$ cat config.mk
export PLATFORM = sky130hd
export DESIGN_NAME = fvn_div
export DESIGN_NICKNAME = d
export VERILOG_FILES = /design/src/hdl/fvn_pkg.sv /design/src/hdl/fvn_div.sv
export SDC_FILE = /design/constraint.sdc
export NUM_CORES = 1
export LEC_CHECK = 0
export ABC_AREA = 1
export BUFFER_PORTS_ARGS = -buffer_cell sky130_fd_sc_hd__buf_2
export CAP_MARGIN = 25
export CORE_MARGIN = 2
export CORE_UTILIZATION = 27
export DETAILED_ROUTE_END_ITERATION = 8
export GPL_ROUTABILITY_DRIVEN = 0
export PLACE_DENSITY = 0.47
export SYNTH_ARGS = -nofsm -noshare
export SYNTH_HDL_FRONTEND = slang
export SYNTH_SLANG_ARGS = --single-unit
$ cat constraint.sdc
create_clock -name clk_i -period 4.2 [get_ports clk_i]
set_clock_uncertainty 0.05 [all_clocks]
set_input_delay 0.42 -clock clk_i [delete_from_list [all_inputs] [get_ports clk_i]]
set_output_delay 0.42 -clock clk_i [all_outputs]
set_load 0.01 [all_outputs]
$ cat src/hdl/fvn_pkg.sv
package fvn_pkg;

  localparam int unsigned TABLE_SIZE = 256;
  localparam int unsigned TBL_AW     = $clog2(TABLE_SIZE);
  localparam int unsigned MAX_OCT    = 8;
  localparam int unsigned OCT_W      = $clog2(MAX_OCT);
  localparam int unsigned OCT_CFG_W  = 4;
  localparam int unsigned COORD_W    = 24;
  localparam int unsigned FREQ_W     = 24;
  localparam int unsigned NOISE_W    = 16;
  localparam int unsigned FRAC_BITS  = 28;
  localparam int unsigned PX_W       = FRAC_BITS + TBL_AW;
  localparam int unsigned DVD_W      = 24;
  localparam int unsigned DVS_W      = 8;

  localparam logic [FREQ_W-1:0]    FREQ_RST = FREQ_W'(65536);
  localparam logic [OCT_CFG_W-1:0] OCT_RST  = OCT_CFG_W'(1);

  typedef enum logic {
    REG_FREQ = 1'b0,
    REG_OCT  = 1'b1
  } reg_idx_e;

  typedef enum logic {
    MODE_LOAD = 1'b0,
    MODE_EVAL = 1'b1
  } mode_e;

endpackage

$ cat src/hdl/fvn_div.sv
module fvn_div (
  input  logic                        clk_i,
  input  logic                        rst_ni,
  input  logic                        start_i,
  input  logic [fvn_pkg::DVD_W-1:0]   dividend_i,
  input  logic [fvn_pkg::DVS_W-1:0]   divisor_i,
  output logic                        done_o,
  output logic [fvn_pkg::DVD_W-1:0]   quot_o
);
  import fvn_pkg::*;

  localparam int unsigned CNT_W = $clog2(DVD_W);

  logic                busy_q;
  logic [CNT_W-1:0]    cnt_q;
  logic [DVD_W-1:0]    dvd_q;
  logic [DVS_W-1:0]    dvs_q;
  logic [DVS_W-1:0]    rem_q;
  logic [DVS_W:0]      trial;
  logic                fits;

  assign trial  = {rem_q, dvd_q[DVD_W-1]};
  assign fits   = trial >= {1'b0, dvs_q};
  assign done_o = busy_q && (cnt_q == CNT_W'(DVD_W - 1));
  assign quot_o = {dvd_q[DVD_W-2:0], fits};

  always_ff @(posedge clk_i or negedge rst_ni) begin
    if (!rst_ni) begin
      busy_q <= 1'b0;
      cnt_q  <= '0;
    end else if (start_i) begin
      busy_q <= 1'b1;
      cnt_q  <= '0;
    end else if (busy_q) begin
      cnt_q <= cnt_q + CNT_W'(1);
      if (done_o) busy_q <= 1'b0;
    end
  end

  always_ff @(posedge clk_i) begin
    if (start_i) begin
      dvd_q <= dividend_i;
      dvs_q <= divisor_i;
      rem_q <= '0;
    end else if (busy_q) begin
      dvd_q <= {dvd_q[DVD_W-2:0], fits};
      rem_q <= fits ? DVS_W'(trial - {1'b0, dvs_q}) : trial[DVS_W-1:0];
    end
  end

endmodule

==> summary by stage, run 1 <==
Worst setup path
The worst setup path is launched from a flip-flop. The critical path is of the reg2out type. The worst register-to-register path ends at dvd_q[16].

Setup slack on the worst reg-to-reg path comes out at 2.21 ns. Counting stages on the worst path, the most repeated cell is nand2_1. The number of cells on the worst reg-to-reg path is 2. The data arrival at the endpoint of the critical path is 1.84 ns.

The biggest cell delay along the critical path is 0.34 ns. The number of buffers and inverters on the critical path is 2. The largest fanout on the critical path is 10. The launch instance of the worst register-to-register path is busy_q. At the worst endpoint, the required time is 3.73 ns. In this design, the largest share of critical-path delay is due to simple AND/OR/NAND/NOR gates. Traced cell by cell, the critical path runs through inv_1 > ha_1 > nand2_1 > nand2_1 > nand2_1 > nand2_2 > a21oi_4 > nand2_4 > buf_2. The worst setup path is captured at an output pin. The cell with the largest stage delay on the worst path is ha_1.

Clock network
The maximum buffer depth of the clock tree is 2. Clock-pin slew was measured on the worst setup and hold paths at 0.08 ns. The H-tree was split into 2 levels. The clock tree from TritonCTS is yes. The number of setup buffers added after CTS is 0. The number of sinks driven by the clock tree is 46.

The number of buffers created by CTS is 5. The tree is rooted in a clkbuf_8. The clock latency on the worst-skew pair is 0.29 ns.

The post-cts gate resize count is 0.

Detailed routing
The detailed router finished its first iteration with 88 violations. The wire length per cell after detailed routing is 11.7 um. Using the TritonRoute via totals, the vias-per-cell ratio works out to 4.30. The first-pass iteration count of the detailed router is 4. Once detail routing completed, the nets flagged for antenna violations numbered 0. The count of vias placed by the detailed router is 1907. In the routed design, unresolved DRC markers number 0.

Wires add up to 5.20 mm.

Cells and area
In the final design database the tool counted 377 nets. After filler insertion, the fill cell instance count of the layout stands at 1000. The most common cell after layout, fill and taps aside is nand2_1. Summing all multi-input logic gate instances after layout gives 967 um^2. The sequential cells in the finished layout cover a total of 1270 um^2.

The antenna diode count is 0. The layout overhead on the synthesized area is 13.0%. The top cell types in the final layout, fill and taps aside, are nand2_1, buf_2, edfxtp_1. Cells with a size suffix above 1 make up 24.0% of the layout.

Min path
The end of the worst hold path is dvs_q[7]. The startpoint of the most critical hold path is divisor_i[7]. Counting instances, the worst hold path has a depth of 1. The class of the tightest hold or removal check is in2reg.

Power and ir drop
VDD sags by at most 0.152 mV. Of the total power, the share spent switching nets is 35.4%. Cell internal power was estimated by the tool at 0.000869 W.

The clock network power share is 19.1%. The combinational share of power is 36.2%. Registers are responsible for 44.7% of the overall power. The static leakage power is 1.45 nW. The reported net switching power is 0.000475 W.

Power spread over the standard cell area amounts to 468 nW/um^2.

Placement
Input and output buffers added on the ports amount to 59. Once detailed placement completed, the half-perimeter wirelength came to 3.96 mm.

Synthesis
The largest total area in the synthesized netlist belongs to edfxtp_1. The synthesized design contains 46 register bits. Ranked by total cell area, the synthesized netlist is headed by edfxtp_1, nand2_1, buf_4. The yosys synthesis warning count is 0. Counting every instance in the synthesized netlist gives 293. The post-synthesis instance area is 2540 um^2. The net count of the mapped netlist is 338.

The distinct cell type count after synthesis is 31. Summed over its instances, the top area cell type makes up 37.8% of the synthesized netlist area. The mean post-synth cell area is 8.68 um^2.

The sequential element share of the synthesized area is 50.0%.

GRT
The via count of the first global-routing pass was 1860. The number of antenna violations at the first check in global routing is 0. The total track usage is 10.5%.

The total overflow left after global routing is 0. Entering global routing, the biggest net connects 38 pins. The global-route wire length before repair is 8.49 mm.

STA
The maximum clock rate is 0.433 GHz. After routing, the total negative slack on setup checks comes to 0 ns. The worst-case headroom to the max-slew limit is 38.0%. The worst hold margin is 0.250 ns. Setup violations remaining at the end of the flow were counted as 0.

Setup repair after global routing left no endpoint under its margin. The final-report hold violation count was 0. The slew of the pin with the lowest slew margin is 0.928 ns. The final period utilization is 55.0%. The max-slew violation count is 0. After layout, the minimum clock period comes to 2.31 ns.

Run status
The run finished with clean final reports.

Floorplanning
Row generation in the floorplan step produced 35 rows. The die is 101 um tall. In this run the horizontal extent of the chip is 101 um.

The overall die area is 10200 um^2. The total area inside the core boundary comes to 9200 um^2. The initial utilization of the core area, before any placement, comes to 27.6%.

Pin placement for this block handled 60 I/O pins.

Flow run
The tool flagged a number of max-cap violations equal to 0.
## synth_stat cells
cell type,instances
nand2_1,119
edfxtp_1,32
buf_4,25
inv_1,23
nand3_1,16
ha_1,9
dfxtp_1,8
nor2_1,8
nand3b_1,7
dfrtp_1,6
nor3_1,6
a21oi_1,4
clkbuf_1,4
inv_2,3
nand2_2,3
a31oi_1,2
nand2_4,2
nor4_1,2
xor2_1,2
a21oi_4,1
a22o_1,1
clkinv_1,1
fa_1,1
nand3_2,1
nand4_1,1
nor2_2,1
nor2_4,1
nor3_2,1
o21ai_0,1
or2_4,1
xnor2_1,1
## how the worst max path moves through the flow
stage               startpoint         to  depth (start not counted)  slack (ns)
floorplan             dvs_q[6]  quot_o[0]                          9        2.34
global placement       start_i   dvd_q[7]                          3        2.14
detailed placement     start_i   dvd_q[8]                          3        2.09
CTS                   dvs_q[6]  quot_o[0]                          9        1.87
global route          dvs_q[6]  quot_o[0]                          9        1.77
finish                dvs_q[6]  quot_o[0]                          9        1.89
## layer usage
layer	GRT usage, %	vias to the layer above	share of wire [%]
met5	0	-	0
met2	16.9	49	45
met4	3.12	0	1.2
met1	14.1	851	49
met3	2.43	7	4.4
li1	-	1000	-
## cell type report
type,count,share of cell area [%]
multi-input cells,191,33.7
inverters,27,3.53
repair buffers,61,10.9
flip-flops and latches,46,44.3
well taps,111,4.83
clock buffers,6,2.53
clock inverters,2,0.305
## kinds of logic after synthesis
group	synth area share (%)
and+or+nand+nor	29.3
buffers and inverters	12.0
DFF	50.0
adders and majority gates	5.22
AOI/OAI and AO/OA	2.46
xor gates and xnor gates	1.03
## power groups by stage
stage,logic (W),registers [W],clock network [W]
6_report,0.000486,0.000601,0.000257
5_1_grt,0.000550,0.000610,0.000286
4_1_cts,0.000494,0.000602,0.000271
3_5_place_dp,0.000489,0.000611,0
3_3_place_gp,0.000493,0.000614,0
2_1_floorplan,0.000410,0.000593,0
## flip-flops by register name, indices dropped and copies added, names as in the netlist
name	count
rem_q	8
cnt_q	5
busy_q	1
dvs_q	8
dvd_q	24
## metrics by stage
stage          cell area [um^2]  power (W)  util [%]  setup slack (ns)  instances
2_1_floorplan              2540    0.00100         -              2.34        293
3_3_place_gp               2780    0.00111      30.2              2.14        435
3_5_place_dp               2780    0.00110      30.2              2.09        435
4_1_cts                    2870    0.00137      31.2              1.87        444
5_1_grt                    2870    0.00145      31.2              1.77        444
6_report                   2870    0.00134      31.2              1.89        444
## timing repair
item	4_1_cts	5_1_grt
hold endpoints to repair	6	0
endpoints found under the setup margin	0	0
hold buffers	1	0
No activity file was read; power rests on OpenSTA's default activity.
==> run 2, diff against run 1 <==
--- a/config.mk
+++ b/config.mk
@@ -12,7 +12,7 @@
 export CORE_UTILIZATION = 27
 export DETAILED_ROUTE_END_ITERATION = 8
 export GPL_ROUTABILITY_DRIVEN = 0
-export PLACE_DENSITY = 0.47
+export PLACE_DENSITY = 0.48
 export SYNTH_ARGS = -nofsm -noshare
 export SYNTH_HDL_FRONTEND = slang
 export SYNTH_SLANG_ARGS = --single-unit
==> constraint.sdc (replaced) <==
create_clock -name clk_i -period 2 [get_ports clk_i]
set_clock_uncertainty 0.05 [all_clocks]
set_input_delay 0.2 -clock clk_i [delete_from_list [all_inputs] [get_ports clk_i]]
set_output_delay 0.2 -clock clk_i [all_outputs]
set_load 0.01 [all_outputs]
==> run 2 against run 1 <==
Sequential share of layout area shrank 2.6 points. Count of clock-buffer cells in the layout shrank 1. Combinational power grew 150%. Critical endpoint unchanged.
==> summary by stage, run 2 (synthesis gave the netlist of run 1 again) <==
STA
The slew of the pin with the lowest slew margin is 0.743 ns. Timing would allow up to 0.525 GHz. The final count of negative-setup-slack endpoints is 0.

The worst hold margin is 0.0275 ns. Setup repair after global routing left no endpoint under its margin. The total negative slack for setup checks is 0 ns. Of the available clock period, the critical path in the final layout requires 95.3%. Measured against its own limit, the worst slew margin works out to 50.3%. The max-slew violation count is 0. The routed design could run at a clock period as short as 1.91 ns.

The final-report hold violation count is 0.

Worst setup path
The largest fanout on the critical path is 5. The number of buffers and inverters on the critical path is 2. For the worst flop-to-flop path, the logic depth is 10. The cell type group with the largest total delay on the critical path is simple AND/OR/NAND/NOR gates. STA puts the critical path data required time at 1.75 ns. The worst register-to-register path begins at dvs_q[6]. The worst setup path is launched from a flip-flop. The largest individual stage delay along the critical path comes from the cell edfxtp_1. The biggest cell delay along the critical path is 0.38 ns. The slack of the worst reg-to-reg path is 0.21 ns. The worst register-to-register path ends at dvd_q[0]. Data arrives at the worst endpoint at 1.66 ns. The kind of end point of the critical path is an output pin. The worst setup path is of the reg2out kind. Counting stages on the worst path, the most repeated cell is nand2_4. The signal on the critical path passes through inv_2 > ha_4 > or2_4 > nand3_2 > nand2_2 > nand2_4 > nand2_4 > buf_6.

Clock network
The tree built by TritonCTS fans out to 46 sinks. The clock latency on the worst-skew pair is 0.30 ns. The number of buffers created by CTS is 5. Clock-pin slew was measured on the worst setup and hold paths at 0.09 ns. The H-tree was split into 2 levels. The maximum buffer depth of the clock tree is 2. TritonCTS built the clock tree. The CTS root buffer is clkbuf_8.

Cells and area
The final net count is 385. The repair_antennas step left the layout with diodes totalling 0. The flip-flop count of the largest register, all copies and words added is 24. In the final layout, the registers with the most flip-flops are dvd_q (24), dvs_q (8), rem_q (8).

In the final layout, the share of cells above drive strength 1 is 29.0%. The layout overhead on the synthesized area is 20.0%. In the layout the commonest cells are nand2_1, buf_2, edfxtp_1. Counting flops per register, the top entry is dvd_q. The most common cell after layout, fill and taps aside is nand2_1.

Detailed routing
The count of nets left with antenna violations once routing finished came out at 0. The first-pass iteration count of the detailed router is 4. The wire length per cell after detailed routing is 12.4 um. Using the TritonRoute via totals, the vias-per-cell ratio works out to 4.26.

The first routing iteration left 52 violations. The detailed router placed 1926 vias in this run. The routed design has 5.61 mm of wire.

In the routed design, unresolved DRC markers number 0.

GRT
The total track usage is 11.3%. The global-route wire length before repair is 9.07 mm. The via count of the first global-routing pass is 1863. The final global-route overflow total is 0. The number of antenna violations at the first check in global routing is 0. Entering global routing, the biggest net connects 29 pins.

Min path
For hold timing, the worst endpoint is dvs_q[4]. The number of stages on the worst hold path is 1. The startpoint of the most critical hold path is divisor_i[4]. The class of the tightest hold or removal check is in2reg.

Run status
The run finished with clean final reports.

Power and ir drop
The post-route total power is 0.00321 W. The power density over the cells is 1050 nW/um^2. For this design the static power due to leakage is 1.50 nW. VDD sags by at most 0.354 mV.

Floorplanning
The initial cell density of the core is 27.6%. The floorplan has 35 rows. The I/O pin total is 60. After floorplanning, the core was sized to cover 9200 um^2. The die span in x is 101 um. The die covers 10200 um^2. From bottom edge to top edge, the die measures 101 um.

Placement
Buffers placed on the I/O ports in this run total 59. The post-detailed-placement half-perimeter wirelength is 4.01 mm.

Flow run
The number of maximum-capacitance violations is 0.
-- run 2: changes by cell type in the layout (fill, tap and decap cells not counted), sizes merged --
cell	before	now
bufinv	0	1
buf	60	68
inv	26	27
clkbuf	6	5
clkinv	3	2
-- run 2: worst max-delay path by stage --
stage	startpoint	end	slack [ns]	cells after the start
6_report	dvs_q[2]	quot_o[0]	0.09	8
5_1_grt	dvs_q[2]	quot_o[0]	0.003	8
3_3_place_gp	dvs_q[6]	quot_o[0]	0.18	9
3_5_place_dp	dvs_q[6]	quot_o[0]	0.15	9
2_1_floorplan	dvs_q[6]	quot_o[0]	0.36	9
4_1_cts	dvs_q[6]	quot_o[0]	0.003	9
-- run 2: power breakdown --
group          switching [W]  internal [W]
Sequential          0.000115       0.00116
Clock               0.000343      0.000375
Combinational       0.000635      0.000577
Total                0.00109       0.00212
-- run 2: worst register-to-register path, stage by stage, from the launching register on --
cell	delay (ns)
edfxtp_1	0.37
inv_1	0.11
ha_4	0.23
nand2_1	0.06
nand2_1	0.06
nand2_1	0.08
nand2_2	0.07
a21oi_4	0.15
buf_4	0.13
buf_4	0.15
a31oi_1	0.10
-- run 2: metrics by stage --
stage                     instances  cell area, um^2  setup slack (ns)  util, %
after floorplan                 293             2540             0.363        -
after global placement          436             2790             0.184     30.3
after detailed placement        436             2790             0.146     30.3
after CTS                       448             2950           0.00277     32.0
after global routing            452             3050           0.00329     33.2
final                           452             3050            0.0938     33.2
-- run 2: final cells by class --
cell class                 instances  area, um^2
fill                             992        6150
sequential                        46        1270
multi-input combinational        191        1050
timing repair buffer              69         379
tap                              111         139
inverter                          27         101
clock buffer                       5        68.8
clock inverter                     3        43.8
-- run 2: routing by layer --
layer / wire, um / GRT usage [%] / vias to the layer above
met5: 0 / 0 / -
met2: 2550 / 18.1 / 47
met4: 50 / 3.64 / 0
li1: - / - / 1011
met1: 2640 / 14.2 / 863
met3: 372 / 4.16 / 5
-- run 2: what timing repair did --
item / CTS / global route
pin swaps: 0 / 3
hold endpoints to repair: 6 / 0
resized for setup: 1 / 10
hold buffers: 1 / 0
setup endpoints to repair: 1 / 1
buffers inserted: 3 / 4
==> run 3, diff against run 2 <==
--- a/config.mk
+++ b/config.mk
@@ -9,10 +9,10 @@
 export BUFFER_PORTS_ARGS = -buffer_cell sky130_fd_sc_hd__buf_2
 export CAP_MARGIN = 25
 export CORE_MARGIN = 2
-export CORE_UTILIZATION = 27
+export CORE_UTILIZATION = 48
 export DETAILED_ROUTE_END_ITERATION = 8
 export GPL_ROUTABILITY_DRIVEN = 0
-export PLACE_DENSITY = 0.48
+export PLACE_DENSITY = 0.76
 export SYNTH_ARGS = -nofsm -noshare
 export SYNTH_HDL_FRONTEND = slang
 export SYNTH_SLANG_ARGS = --single-unit
==> run 3 against run 2 <==
Die area is 42% lower. Final cell count fell by 9.1%. Utilization rose by 26 points. Count of clock-buffer cells in the layout unchanged. First-iteration DRC count increased by 130%. Setup slack worse by 0.034 ns. Via count rose by 3.3%. Global-route usage up 6.1 points. Worst hold slack got worse by 0.0042 ns. Routed wire length is 9.4% lower. Clock power down 3.2%. Maximum frequency decreased by 1.8%. Critical path type unchanged. Critical endpoint unchanged. Largest cell class unchanged. Largest power group unchanged.
==> summary by stage, run 3 (synthesis gave the netlist of run 1 again) <==
Run status
The run finished with clean final reports.

Flow run
The number of maximum-capacitance violations is 0.

STA
The worst path meets setup with 0.0595 ns of slack. The max-slew violation count is 0. Of the available clock period, the critical path in the final layout requires 97.0%.

The final count of negative-setup-slack endpoints is 0. The final-report hold violation count was 0. The maximum clock rate is 0.515 GHz. At the pin with the least slew margin, the transition time is 0.640 ns.

Adding up every negative setup slack in the final design gives 0 ns. The post-layout minimum cycle time is 1.94 ns. The worst-case headroom to the max-slew limit is 57.2%.

Worst setup path
The largest individual stage delay along the critical path comes from the cell edfxtp_1. Walking the worst path, the cells encountered are inv_2 > ha_4 > or2_4 > nand3_4 > nand2_4 > nand2_4 > nand2_8 > buf_6. The most critical setup path has its startpoint at dvs_q[2]. The largest fanout on the critical path is 7. The worst setup path is of the reg2out kind. The launch instance of the worst register-to-register path is dvs_q[2]. For the worst setup path, the data arrival time is 1.69 ns. The kind of end point of the critical path is an output pin. The cell with the most instances on the worst path is nand2_4.

The biggest cell delay along the critical path is 0.39 ns. The critical path data required time is 1.75 ns. The critical path startpoint category is a flip-flop.

Detailed routing
Once detail routing completed, the nets flagged for antenna violations numbered 0. The DRC marker count from the first detailed-route iteration is 120. The final wirelength is 5.08 mm. The count of vias placed by the detailed router is 1990. Dividing the detail-routed via count by the number of cells gives 4.84. After detailed routing, the number of remaining DRC violations is 0. Dividing the detail-routed wire length by the instance count gives 12.4 um.

The pre-antenna-repair detailed-routing pass consisted of 4 iterations.

GRT
The number of antenna violations at the first check in global routing is 0. The final global-route overflow total is 0. The total track usage is 17.5%. Entering global routing, the biggest net connects 37 pins. The global-route wire length before repair is 8.29 mm.

The via count of the first global-routing pass is 1876.

Cells and area
The flip-flop count of the largest register, all copies and words added is 24. The final net count is 385. 0 antenna diodes ended up in the layout. The area growth from synthesis to layout is 18.0%.

More flip-flops sit in one register than any other, and that register is dvd_q. Fill cells in the final layout number 454. The largest registers in the layout are dvd_q (24), dvs_q (8), rem_q (8). The top cell types in the final layout, fill and taps aside, are nand2_1, buf_2, edfxtp_1.

The ratio of cells with drive above 1 in the final layout is 28.4%. The library cell used most frequently in the layout, excluding fill and tap cells, is nand2_1. The finished layout holds 411 standard cells, fillers aside. The core utilization of the finished layout is 58.7%.

Floorplanning
The overall die area is 5900 um^2. Pin placement for this block handled 60 I/O pins. The floorplan has 26 rows. The placeable core region is 5110 um^2. The initial cell density of the core is 49.8%. The die is 76.8 um wide.

The vertical die dimension is 76.8 um.

Clock network
The H-tree was split into 2 levels. TritonCTS built the clock tree. The clock drives 46 sinks. The clock transition time at the flip-flop clock pins of the worst setup and hold paths is 0.09 ns. The CTS root buffer is clkbuf_8. The clock latency on the worst-skew pair is 0.30 ns.

The maximum buffer depth of the clock tree is 2. The number of buffers created by CTS is 5.

Power and ir drop
IR analysis of the VDD net gives a maximum drop of 0.484 mV. The power density over the cells is 1080 nW/um^2. The analysis attributes to cell leakage a power of 1.50 nW.

Placement
The number of placed instances, taps included, is 395. Before CTS, the worst setup slack after placement is 0.229 ns. The post-detailed-placement half-perimeter wirelength is 3.48 mm. Input and output buffers added on the ports amount to 59.

Min path
The startpoint of the most critical hold path is divisor_i[3]. The class of the tightest hold or removal check is in2reg.
-- run 3: worst max-delay path, delay by kind of cell, from the launching register on --
kind	cells	cell delay, ns
adders and majority gates	1	0.22
and+or+nand+nor	5	0.58
buffers and inverters	2	0.21
DFF	1	0.39
-- run 3: cell type report --
cell class	count	area (um^2)	share of cell area, %
clock buffer	5	68.8	2.29
clock inverter	3	43.8	1.46
inverter	27	101	3.38
multi-input combinational	191	1050	34.9
sequential	46	1270	42.4
tap	70	87.6	2.92
timing repair buffer	69	379	12.6
-- run 3: worst paths after layout --
| path | cells after the start | end | slack, ns |
|---|---|---|---|
| max | 8 | quot_o[0] | 0.06 |
| max reg2reg | 8 | dvd_q[0] | 0.23 |
| min | 1 | dvs_q[3] | 0.02 |
| min reg2reg | 2 | rem_q[6] | 0.42 |
| max in group asynchronous | 2 | busy_q | 1.55 |
| min in group asynchronous | 2 | cnt_q[1] | 0.19 |
-- run 3: layer usage --
| metal | wire [um] | vias to the layer above | share of wire (%) | global-route usage, % |
|---|---|---|---|---|
| met5 | 0 | - | 0 | 0 |
| met4 | 85 | 0 | 1.7 | 7.45 |
| met3 | 300 | 8 | 5.9 | 4.47 |
| met2 | 2500 | 55 | 49 | 27.4 |
| met1 | 2200 | 912 | 43 | 23.0 |
| li1 | - | 1015 | - | - |
-- run 3: through the flow --
stage	power (W)	hold slack, ns	instance area (um^2)
6_report	0.00324	0.0233	3000
5_1_grt	0.00346	0.00458	3000
4_1_cts	0.00303	0.00879	2890
3_5_place_dp	0.00229	-0.0180	2740
3_3_place_gp	0.00227	-0.0188	2740
2_1_floorplan	0.00211	-0.146	2540
-- run 3: where the power goes --
group          leakage, nW  switching [W]  internal, W
Combinational        0.960       0.000684     0.000585
Clock               0.0585       0.000321     0.000375
Sequential           0.484       0.000113      0.00116
-- run 3: what timing repair did --
action / CTS / global route
setup endpoints to repair: 1 / 1
buffers inserted: 2 / 5
hold buffers: 1 / 0
gates resized for setup: 1 / 11
pin swaps: 0 / 1
endpoints found under the hold margin: 6 / 0
